File: config.mk
export PLATFORM = sky130hd
export DESIGN_NAME = ordered_list_store
export DESIGN_NICKNAME = d
export VERILOG_FILES = /design/src/rtl/ols_pkg.sv /design/src/rtl/ols_ram.sv /design/src/rtl/ordered_list_store.sv
export SDC_FILE = /design/constraint.sdc
export NUM_CORES = 1
export LEC_CHECK = 0
export BUFFER_PORTS_ARGS = -buffer_cell sky130_fd_sc_hd__buf_2
export CAP_MARGIN = 10
export CORE_MARGIN = 1
export CORE_UTILIZATION = 40
export DETAILED_ROUTE_END_ITERATION = 10
export GPL_TIMING_DRIVEN = 0
export SLEW_MARGIN = 20
export SYNTH_ARGS = -nofsm -noshare
export SYNTH_HDL_FRONTEND = slang
export SYNTH_SLANG_ARGS = --single-unit
File: constraint.sdc
create_clock -name clk -period 6 [get_ports clk]
set_clock_uncertainty 0.1 [all_clocks]
set_input_delay 0.9 -clock clk [delete_from_list [all_inputs] [get_ports clk]]
set_output_delay 0.9 -clock clk [all_outputs]
set_load 0.03 [all_outputs]
File: src/rtl/ols_pkg.sv
// Shared types and constants for the ordered list store.
package ols_pkg;

	localparam int CAPACITY_DEF = 16;
	localparam int VAL_W        = 32;
	localparam int POS_W        = 8;
	localparam int IDX_OUT_W    = 7;

	typedef enum logic [2:0] {
		F_INS_HEAD = 3'd0,
		F_INS_TAIL = 3'd1,
		F_INS_POS  = 3'd2,
		F_DEL_HEAD = 3'd3,
		F_DEL_TAIL = 3'd4,
		F_DEL_VAL  = 3'd5,
		F_SEARCH   = 3'd6,
		F_DUMP     = 3'd7
	} func_t;

	typedef enum logic [1:0] {
		ST_OK       = 2'd0,
		ST_EMPTY    = 2'd1,
		ST_NOTFOUND = 2'd2,
		ST_FULL     = 2'd3
	} status_t;

	typedef struct packed {
		func_t                    func;
		logic signed [VAL_W-1:0]  value;
		logic [POS_W-1:0]         position;
	} req_t;

	typedef struct packed {
		status_t                  status;
		logic                     found;
		logic signed [VAL_W-1:0]  item;
		logic [IDX_OUT_W-1:0]     item_index;
		logic [IDX_OUT_W-1:0]     count;
		logic                     last;
	} rsp_t;

endpackage

File: src/rtl/ols_ram.sv
// Generic simple dual-port RAM, one write port, one registered read port.
module ols_ram #(
	parameter int W     = 32,
	parameter int DEPTH = 16,
	localparam int AW   = (DEPTH > 1) ? $clog2(DEPTH) : 1
) (
	input  logic          clk,
	input  logic          we,
	input  logic [AW-1:0] waddr,
	input  logic [W-1:0]  wdata,
	input  logic          re,
	input  logic [AW-1:0] raddr,
	output logic [W-1:0]  rdata
);

	logic [W-1:0] mem_q [DEPTH];

	always_ff @(posedge clk) begin
		if (we) begin
			mem_q[waddr] <= wdata;
		end
		if (re) begin
			rdata <= mem_q[raddr];
		end
	end

endmodule

File: src/rtl/ordered_list_store.sv
// Ordered list store: top level with request sequencer and element RAM.
//
// Usage: drive req (func, value, position) and raise start while busy is low;
// the beat is taken at that edge and busy rises after it, unless the request
// is answered at once. Results come back on rsp, each valid for exactly one
// cycle while rsp_valid is high; the receiver cannot stall, so results must be
// sampled as they appear. Every request gives one result, except dump, which
// gives one beat per element in list order with item_index 1..count and last
// on the final one. Empty-list, not-found and full cases set the status.
//
// Sequencing: full and empty cases are answered by the accepting edge itself.
// An insert moves the entries from the tail down to the target up by one, then
// writes the value; a remove moves the entries after the target down over it.
// A search scans from the head and stops at a hit; a remove by value scans and
// then moves the tail down over the hit; a dump gives one beat per cycle.
// Shifts and scans move one entry per cycle through the single read and write
// port, with the read data registered. busy is low again in the cycle that
// carries the last result. Reset clears the element count; the RAM is not
// cleared, as no entry at or above the count is ever read.
module ordered_list_store import ols_pkg::*; #(
	parameter int CAPACITY = CAPACITY_DEF
) (
	input  logic clk,
	input  logic arst_n,
	input  logic start,
	input  req_t req,
	output logic busy,
	output logic rsp_valid,
	output rsp_t rsp
);

	localparam int AW = (CAPACITY > 1) ? $clog2(CAPACITY) : 1;
	localparam int CW = $clog2(CAPACITY + 1);

	typedef enum logic [2:0] {
		S_IDLE,
		S_SHIFT_UP,
		S_SHIFT_DN,
		S_SCAN,
		S_DUMP
	} state_t;

	state_t                  state_q;
	logic [CW-1:0]           cnt_q;
	logic [CW-1:0]           left_q;
	logic [AW-1:0]           ptr_q;
	logic [AW-1:0]           idx_q;
	func_t                   func_q;
	logic signed [VAL_W-1:0] value_q;
	logic signed [VAL_W-1:0] item_q;
	logic                    pend_s1;
	logic [AW-1:0]           src_s1;
	logic                    rsp_valid_q;
	rsp_t                    rsp_q;

	logic                    ram_we;
	logic [AW-1:0]           ram_waddr;
	logic [VAL_W-1:0]        ram_wdata;
	logic                    ram_re;
	logic [VAL_W-1:0]        ram_rdata;

	logic [CW-1:0]           idx_ins;
	logic                    match;

	ols_ram #(
		.W     (VAL_W),
		.DEPTH (CAPACITY)
	) u_ram (
		.clk   (clk),
		.we    (ram_we),
		.waddr (ram_waddr),
		.wdata (ram_wdata),
		.re    (ram_re),
		.raddr (ptr_q),
		.rdata (ram_rdata)
	);

	function automatic rsp_t mk_rsp(status_t st, logic fnd, logic [VAL_W-1:0] itm,
			logic [IDX_OUT_W-1:0] ix, logic [CW-1:0] cnt, logic lst);
		rsp_t r;
		r.status     = st;
		r.found      = fnd;
		r.item       = itm;
		r.item_index = ix;
		r.count      = IDX_OUT_W'(cnt);
		r.last       = lst;
		return r;
	endfunction

	// insert target entry, with the position clamped to head or tail
	always_comb begin
		priority if (req.func == F_INS_HEAD ||
				(req.func == F_INS_POS && req.position <= POS_W'(1))) begin
			idx_ins = '0;
		end else if (req.func == F_INS_TAIL ||
				{1'b0, req.position} >= (9'(cnt_q) + 9'd1)) begin
			idx_ins = cnt_q;
		end else begin
			idx_ins = CW'(req.position - POS_W'(1));
		end
	end

	// a hit only counts while scanning; it stops the walk
	assign match = pend_s1 && (state_q == S_SCAN) && (ram_rdata == value_q);

	always_comb begin
		ram_re    = (state_q != S_IDLE) && (left_q != '0);
		ram_we    = 1'b0;
		ram_waddr = idx_q;
		ram_wdata = value_q;
		unique case (state_q)
			S_SHIFT_UP: begin
				if (pend_s1) begin
					ram_we    = 1'b1;
					ram_waddr = src_s1 + AW'(1);
					ram_wdata = ram_rdata;
				end else if (left_q == '0) begin
					ram_we = 1'b1;
				end
			end
			S_SHIFT_DN: begin
				// the entry being removed is captured, not moved
				if (pend_s1 && src_s1 != idx_q) begin
					ram_we    = 1'b1;
					ram_waddr = src_s1 - AW'(1);
					ram_wdata = ram_rdata;
				end
			end
			S_IDLE, S_SCAN, S_DUMP: begin
			end
			default: begin
			end
		endcase
	end

	always_ff @(posedge clk or negedge arst_n) begin
		if (!arst_n) begin
			state_q     <= S_IDLE;
			cnt_q       <= '0;
			left_q      <= '0;
			pend_s1     <= 1'b0;
			rsp_valid_q <= 1'b0;
		end else begin
			rsp_valid_q <= 1'b0;
			if (state_q != S_IDLE && left_q != '0 && !match) begin
				ptr_q   <= (state_q == S_SHIFT_UP) ? ptr_q - AW'(1) : ptr_q + AW'(1);
				left_q  <= left_q - CW'(1);
				pend_s1 <= 1'b1;
				src_s1  <= ptr_q;
			end else begin
				pend_s1 <= 1'b0;
			end
			unique case (state_q)
				S_IDLE: begin
					if (start) begin
						func_q  <= req.func;
						value_q <= req.value;
						unique case (req.func)
							F_INS_HEAD, F_INS_TAIL, F_INS_POS: begin
								if (cnt_q == CW'(CAPACITY)) begin
									rsp_valid_q <= 1'b1;
									rsp_q <= mk_rsp(ST_FULL, 1'b0, '0, '0, cnt_q, 1'b1);
								end else begin
									idx_q   <= AW'(idx_ins);
									ptr_q   <= AW'(cnt_q - CW'(1));
									left_q  <= cnt_q - idx_ins;
									state_q <= S_SHIFT_UP;
								end
							end
							F_DEL_HEAD, F_DEL_TAIL: begin
								if (cnt_q == '0) begin
									rsp_valid_q <= 1'b1;
									rsp_q <= mk_rsp(ST_EMPTY, 1'b0, '0, '0, cnt_q, 1'b1);
								end else if (req.func == F_DEL_HEAD) begin
									idx_q   <= '0;
									ptr_q   <= '0;
									left_q  <= cnt_q;
									state_q <= S_SHIFT_DN;
								end else begin
									idx_q   <= AW'(cnt_q - CW'(1));
									ptr_q   <= AW'(cnt_q - CW'(1));
									left_q  <= CW'(1);
									state_q <= S_SHIFT_DN;
								end
							end
							F_DEL_VAL, F_SEARCH, F_DUMP: begin
								if (cnt_q == '0) begin
									rsp_valid_q <= 1'b1;
									rsp_q <= mk_rsp(ST_EMPTY, 1'b0, '0, '0, cnt_q, 1'b1);
								end else begin
									ptr_q   <= '0;
									left_q  <= cnt_q;
									state_q <= (req.func == F_DUMP) ? S_DUMP : S_SCAN;
								end
							end
							default: begin
							end
						endcase
					end
				end
				S_SHIFT_UP: begin
					if (!pend_s1 && left_q == '0) begin
						cnt_q       <= cnt_q + CW'(1);
						rsp_valid_q <= 1'b1;
						rsp_q       <= mk_rsp(ST_OK, 1'b0, '0, '0, cnt_q + CW'(1), 1'b1);
						state_q     <= S_IDLE;
					end
				end
				S_SHIFT_DN: begin
					if (pend_s1 && src_s1 == idx_q) begin
						item_q <= ram_rdata;
					end
					if (!pend_s1 && left_q == '0) begin
						cnt_q       <= cnt_q - CW'(1);
						rsp_valid_q <= 1'b1;
						rsp_q       <= mk_rsp(ST_OK, 1'b0, item_q, '0, cnt_q - CW'(1), 1'b1);
						state_q     <= S_IDLE;
					end
				end
				S_SCAN: begin
					if (match) begin
						if (func_q == F_SEARCH) begin
							rsp_valid_q <= 1'b1;
							rsp_q       <= mk_rsp(ST_OK, 1'b1, '0, '0, cnt_q, 1'b1);
							state_q     <= S_IDLE;
						end else begin
							// restart at the hit and pull the tail down over it
							idx_q   <= src_s1;
							ptr_q   <= src_s1;
							left_q  <= cnt_q - CW'(src_s1);
							state_q <= S_SHIFT_DN;
						end
					end else if (!pend_s1 && left_q == '0) begin
						rsp_valid_q <= 1'b1;
						rsp_q       <= mk_rsp(ST_NOTFOUND, 1'b0, '0, '0, cnt_q, 1'b1);
						state_q     <= S_IDLE;
					end
				end
				S_DUMP: begin
					if (pend_s1) begin
						rsp_valid_q <= 1'b1;
						rsp_q <= mk_rsp(ST_OK, 1'b0, ram_rdata,
							IDX_OUT_W'(src_s1) + IDX_OUT_W'(1), cnt_q,
							CW'(src_s1) == cnt_q - CW'(1));
						if (CW'(src_s1) == cnt_q - CW'(1)) begin
							state_q <= S_IDLE;
						end
					end
				end
				default: begin
					state_q <= S_IDLE;
				end
			endcase
		end
	end

	assign busy      = (state_q != S_IDLE);
	assign rsp_valid = rsp_valid_q;
	assign rsp       = rsp_q;

	a_idle_no_write: assert property (@(posedge clk) disable iff (!arst_n)
		(state_q == S_IDLE) |-> !ram_we)
		else $error("RAM written while idle");

	a_count_range: assert property (@(posedge clk) disable iff (!arst_n)
		cnt_q <= CW'(CAPACITY))
		else $error("element count above capacity");

	a_last_frees: assert property (@(posedge clk) disable iff (!arst_n)
		(rsp_valid && rsp.last) |-> !busy)
		else $error("busy still high on last result beat");

	a_pend_from_read: assert property (@(posedge clk) disable iff (!arst_n)
		(pend_s1 && !$past(state_q == S_IDLE)) |-> $past(ram_re))
		else $error("pending read data without a read");

	a_accept_busy: assert property (@(posedge clk) disable iff (!arst_n)
		(start && !busy && !((req.func == F_INS_HEAD || req.func == F_INS_TAIL ||
			req.func == F_INS_POS) && cnt_q == CW'(CAPACITY)) && cnt_q != '0) |=> busy)
		else $error("accepted request did not start a sequence");

endmodule
# ---- Yosys cells after proc, flatten, opt, wreduce, memory -nomap -nowiden
# Memories as Yosys holds them, arrays and structs flattened. A register that Yosys moved wholly into a read port is not among the register bits.
# Cells that the tools add are included.
dict set report classes {
  reduce_logical 33
  bitwise_logic 0
  div_mod_pow 0
  n_eq_ne 32
  n_shift 0
  n_mul 0
  n_addsub 12
  magnitude_cmp 2
  mux 78
}
# cell count
set ops {}
lappend ops {{50-bit 2-to-1 mux} 9}
lappend ops {{50-bit case mux with 5 select lines} 1}
lappend ops {{50-bit case mux with 2 select lines} 1}
lappend ops {{32-bit 2-to-1 mux} 2}
lappend ops {{4-bit 2-to-1 mux} 16}
lappend ops {{32-bit case mux with 2 select lines} 1}
lappend ops {{5-bit 2-to-1 mux} 12}
lappend ops {{32-bit == test} 1}
lappend ops {{4-bit case mux with 2 select lines} 4}
lappend ops {{3-bit 2-to-1 mux} 9}
lappend ops {{5-bit case mux with 2 select lines} 2}
lappend ops {{3-bit == test, second input constant} 6}
lappend ops {{3-bit != test, second input constant} 5}
lappend ops {{5-bit case mux with 3 select lines} 1}
lappend ops {{5-bit by 1-bit subtractor with 5-bit output, second input constant} 3}
lappend ops {{1-bit 2-to-1 mux} 13}
lappend ops {{3-bit by 2-bit == test with 1-bit output, second input constant} 4}
lappend ops {{2-bit != test, second input constant} 6}
lappend ops {{3-bit case mux with 4 select lines} 1}
lappend ops {{4-bit case mux with 3 select lines} 1}
lappend ops {{5-bit zero test} 2}
lappend ops {{10-bit AND reduction} 1}
lappend ops {{5-bit nonzero test} 2}
lappend ops {{3-bit case mux with 3 select lines} 1}
lappend ops {{other kinds (33)} 53}
dict set report totals {
  elab_cells 175
  ramBits 512
  memories 1
  output_inout_bits 52
  register_bits 144
  rom_bits 0
  latch_bits 0
}
# name words word_bits rd rd_ports_with_merged_regs wr line
set memory_table {}
lappend memory_table {u_ram.mem_q 16 32 1 1 1 ols_ram.sv:16} ;# logic [W-1:0] mem_q [DEPTH];

# ---- Longest topological paths before layout
dict set report depth {
  ltp_word 10
  ltp_mapped 23
  mapped_depth_nobuf 20
}

# ---- Hierarchy
# A second synthesis with hierarchy kept.
dict set report hier_totals {
  hier_cells 1514
  area_unflattened_um2 28020.6
}
# mod area_each_um2 instances cells_per_inst
set modules_own_cells {}
lappend modules_own_cells {ols_ram 20155.6 1 838}
lappend modules_own_cells {ordered_list_store 7865.0 1 676}

# ---- Worst setup path after synthesis
# No wires, ideal clock.
dict set report synth_timing {
  kind {flip-flop to flip-flop}
  startpoint {register cnt_q[0]}
  endpoint {register left_q[4]}
  path_stages_with_launch 21
  slack_ns 1.734
  arrival_ns 4.034
  setup_time_ns 0.131
  synth_period_minus_slack_ns 4.266
  required_time_ns 5.769
  cell_sequence {dfrtp_1 > clkbuf_1 > inv_1 > ha_1 > clkbuf_1 > inv_1 > ha_1 > a21oi_1 > maj3_1 > a2bb2oi_4 > and2_0 > buf_4 > a21oi_1 > nand2_1 > fa_1 > a21o_1 > a21o_1 > nand3_1 > o311ai_1 > a211oi_1 > o211ai_1}
}
dict set report synth_via {
  elab_chain_len 10
  elab_cells_between_ends 17
  classes_between {add/sub (3); order compare (1); eq/ne (1); mux (10); reduce/logical (2)}
}
# item line
set synth_rtl {}
lappend synth_rtl {{start: declaration} ordered_list_store.sv:44} ;# logic [CW-1:0] cnt_q;
lappend synth_rtl {{start signal: assignment} ordered_list_store.sv:203} ;# cnt_q <= cnt_q + CW'(1);
lappend synth_rtl {{start signal: assignment} ordered_list_store.sv:214} ;# cnt_q <= cnt_q - CW'(1);
lappend synth_rtl {{5-bit by 1-bit adder with 6-bit output} ordered_list_store.sv:96} ;# {1'b0, req.position} >= (9'(cnt_q) + 9'd1)) begin
lappend synth_rtl {{8-bit by 6-bit greater-or-equal comparator with 1-bit output} ordered_list_store.sv:96}
lappend synth_rtl {{1-bit logical OR} ordered_list_store.sv:95} ;# end else if (req.func == F_INS_TAIL ||
lappend synth_rtl {{5-bit 2-to-1 mux} ordered_list_store.sv:95}
lappend synth_rtl {{5-bit 2-to-1 mux} ordered_list_store.sv:92} ;# priority if (req.func == F_INS_HEAD ||
lappend synth_rtl {{5-bit subtractor} ordered_list_store.sv:166} ;# left_q <= cnt_q - idx_ins;
lappend synth_rtl {{5-bit 2-to-1 mux} ordered_list_store.sv:160} ;# if (cnt_q == CW'(CAPACITY)) begin
lappend synth_rtl {{5-bit case mux with 3 select lines} ordered_list_store.sv:158} ;# unique case (req.func)
lappend synth_rtl {{5-bit 2-to-1 mux} ordered_list_store.sv:155} ;# if (start) begin
lappend synth_rtl {{5-bit case mux with 2 select lines (*)} ordered_list_store.sv:153} ;# unique case (state_q)
lappend synth_rtl {{end signal: assignment} ordered_list_store.sv:147} ;# left_q <= left_q - CW'(1);
lappend synth_rtl {{end signal: assignment} ordered_list_store.sv:166}
lappend synth_rtl {{end signal: assignment} ordered_list_store.sv:177} ;# left_q <= cnt_q;
lappend synth_rtl {{end: declaration} ordered_list_store.sv:45} ;# logic [CW-1:0] left_q;
# Every way passes the cells marked *; elsewhere a longest branch is shown, timed or not.
# A chain may end at the register's enable or synchronous reset.

# ---- Worst setup path after layout
# Ends and elaborated chain as after synthesis.

==> out/metrics.cfg <==
[clocking]
ctsResizeCount=0
cts.sinks=684
cts_buffer_depth=3
cts_inserted_buffers=74
cts.reportedPaths.clkPinSlew_ns=0.06
cts_tree=built
clk_latency_ns=0.63
root_buffer=clkbuf_16
post_cts.repair.setup_buffers=0
hold_buffers=0
cts.htree.levels=3

[floorplan]
rows=96
die_x_um=267
start_util_pct=40.7
dieArea_sq_um=71200
die_h_um=267
ios=98
core-area_sq_um=68900

[cells_and_area]
instances_no_fill=2618
diodes=0
seqCellArea_sq_um=20500
layout-drive-gt1-share_pct=29.6
final_cell_mix=edfxtp_1, mux4_2, buf_2
final_common_cell=edfxtp_1
fill_cells=5770
final_nets=1700
syn_to_final_growth_pct=17.1
multiInputGateArea_sq_um=7190

[global_route]
grt_usage_pct=21.4
grt-ovfl-total=0
antenna_found_initial=0
grt_max_degree=41
grt_pass1_wl_um=106000
grt_pass1_vias=14809

[logic_synthesis]
synth_top_cell_by_area=edfxtp_1
synth.cell_area_sq_um=28000
synth_area_leaders=edfxtp_1, mux4_2, dfrtp_1
yosys.cell_types.count=86
yosysSeqAreaShare_pct=73.0
syn-instance-count=1426
synth_ff_type=edfxtp_1
synth_edf_count=669
synth_top_area_share_pct=71.7
synth-async-reset-ratio_pct=2.19
ys_seq_elements=684
synth_area_per_cell_sq_um=19.7
yosys_warnings=0

[routing]
post_drt_wl_per_cell_um=28.5
drt-total-wl_um=74600
drt_drc_violations_left=0
drt_first_iter_violations=1835
via_per_inst=5.70
ant_nets=0
via_count=14918
dr.pass1.iters=6

[worst_setup_path]
crit_type=reg -> reg
cp_num_cells=20
cp_num_buf_inv=5
r2r_cells=20
crit_required_ns=6.37
crit_chain=clkbuf_1 -> inv_1 -> ha_1 -> clkbuf_1 -> inv_1 -> ha_1 -> a21oi_1 -> maj3_1 -> a2bb2oi_4 -> and2_0 -> buf_4 -> a21oi_1 -> nand2_1 -> fa_1 -> a21o_1 -> a21o_1 -> nand3_1 -> o311ai_1 -> a211oi_1 -> o211ai_1
worst_path_largest_cell_delay_ns=0.42
critPathLaunchType=flip-flop
crit_fanout=9
cp_top_family=compound AO/OA/AOI/OAI gates
endpoint_kind=flip-flop
cp.arrival_ns=5.67
critPathSlowestCell=a211oi_1

[timing]
slew_headroom_pct=23.9
finalHoldViolCount=0
slew_viol_final=0
fin_crit_ns=5.30
rsz0062_at_grt=false
tightest_slew_ns=1.13
hold_ws_ns=0.200
max_freq_mhz=189
finalCritPeriodShare_pct=88.4
setup_viol=0

[power_and_ir_drop]
p_sw_share_pct=33.3
seqPwrFrac_pct=41.0
leakage_nw=10.7
clock_power_share_pct=26.4
power_density_nw_per_um2=502
switchingPower_mw=5.50
p_int_mw=11.0
ir_worst_vdd_uv=263
p_total_mw=16.5
p_comb_share_pct=32.7

[placement]
dp.cells=2484
gp_congestion=0.902
portBuffers=93
place_hpwl_um=48400

[hold_path]
hold_path.class=in -> async

[outcome]
status=finished, final reports clean

[run]
maxCapViolCount=0

synthesized netlist by cell type (6+ instances only):
cell type,count
a21o_1,8
mux2_2,23
clkbuf_1,34
edfxtp_1,669
xnor2_1,42
nand2_1,43
nand4_1,9
nand2b_1,9
inv_1,30
nor2_1,58
dfrtp_1,15
xor2_1,21
buf_2,24
buf_4,8
a22oi_1,7
nand3_1,13
a22o_1,29
mux4_2,160
a211oi_1,8
a21oi_1,32
buf_6,7
o21ai_0,21
ha_1,22
o21ai_1,6
nor3_1,14
worst paths after layout:
check / startpoint / endpoint / slack (ns)
min in group clk: req[10] / value_q[2] / 0.34
min reg2reg: ptr_q[3] / src_s1[3] / 0.37
max in group asynchronous: arst_n / rsp_valid / 5.19
max reg2reg: cnt_q[0] / left_q[4] / 0.70
min: arst_n / cnt_q[0] / 0.20
max: cnt_q[0] / left_q[4] / 0.70
metrics by stage:
stage / setup TNS, ns / util, % / area (sq um) / setup slack [ns]
after detailed placement: 0 / 44.2 / 30500 / 0.731
final: 0 / 47.6 / 32800 / 0.698
after global routing: 0 / 47.6 / 32800 / 0.461
after floorplan: 0 / - / 28000 / 1.73
after CTS: 0 / 47.6 / 32800 / 0.719
after global placement: -45.26 / 43.0 / 29700 / -0.314
per-layer routing:
metal	global-route usage [%]	up-vias	routed length, um
li1	-	6263	-
met4	5.59	0	1720
met1	29.1	7904	31100
met2	34.2	643	35800
met3	5.55	108	5970
met5	0	-	0
state kept, by name, indices dropped and copies added, names as in the netlist:
register and flops:
rsp_valid 1, state_q 3, u_ram.mem_q 512, src_s1 4
cnt_q 5, ptr_q 4, u_ram.rdata 32, item_q 32
idx_q 4, rsp 46, pend_s1 1, value_q 32
left_q 5, func_q 3
cells by family (layout without fill, tap and decap cells):
group	after synthesis	count (layout)	share of synthesized area (%)
other cells	1	4	0.0134
simple gates	192	192	3.67
fa+ha+maj	27	27	1.27
mux	189	189	14.0
compound gates	159	159	4.18
buf+inv	111	369	1.89
flops	684	684	73.0
xor+xnor	63	63	1.97
area by class of cell:
class                      instances  share of cell area (%)
clock buffer                      88                    5.87
multi-input combinational        634                    21.9
tap                              931                    3.55
inverter                          33                   0.385
clock inverter                    46                    1.17
buffer                            78                    1.26
timing repair buffer             124                    3.50
sequential                       684                    62.4
worst reg2reg max path: stages, from the launching register on:
cell,delay [ns]
dfrtp_1,0.35
clkbuf_1,0.37
inv_1,0.27
ha_1,0.34
clkbuf_1,0.36
inv_1,0.14
ha_1,0.30
a21oi_1,0.07
maj3_1,0.39
a2bb2oi_4,0.21
and2_0,0.16
buf_4,0.15
a21oi_1,0.24
nand2_1,0.14
fa_1,0.41
a21o_1,0.18
a21o_1,0.22
nand3_1,0.10
o311ai_1,0.11
a211oi_1,0.42
o211ai_1,0.13
power by group through the flow:
stage | registers, mW | clock network, mW | logic (mW)
floorplan | 6.78 | 0 | 3.50
global placement | 6.86 | 0 | 5.13
detailed placement | 6.84 | 0 | 5.40
CTS | 6.75 | 4.42 | 5.42
global route | 6.80 | 4.59 | 5.73
finish | 6.75 | 4.35 | 5.38
(Power assumes the default switching activity.)
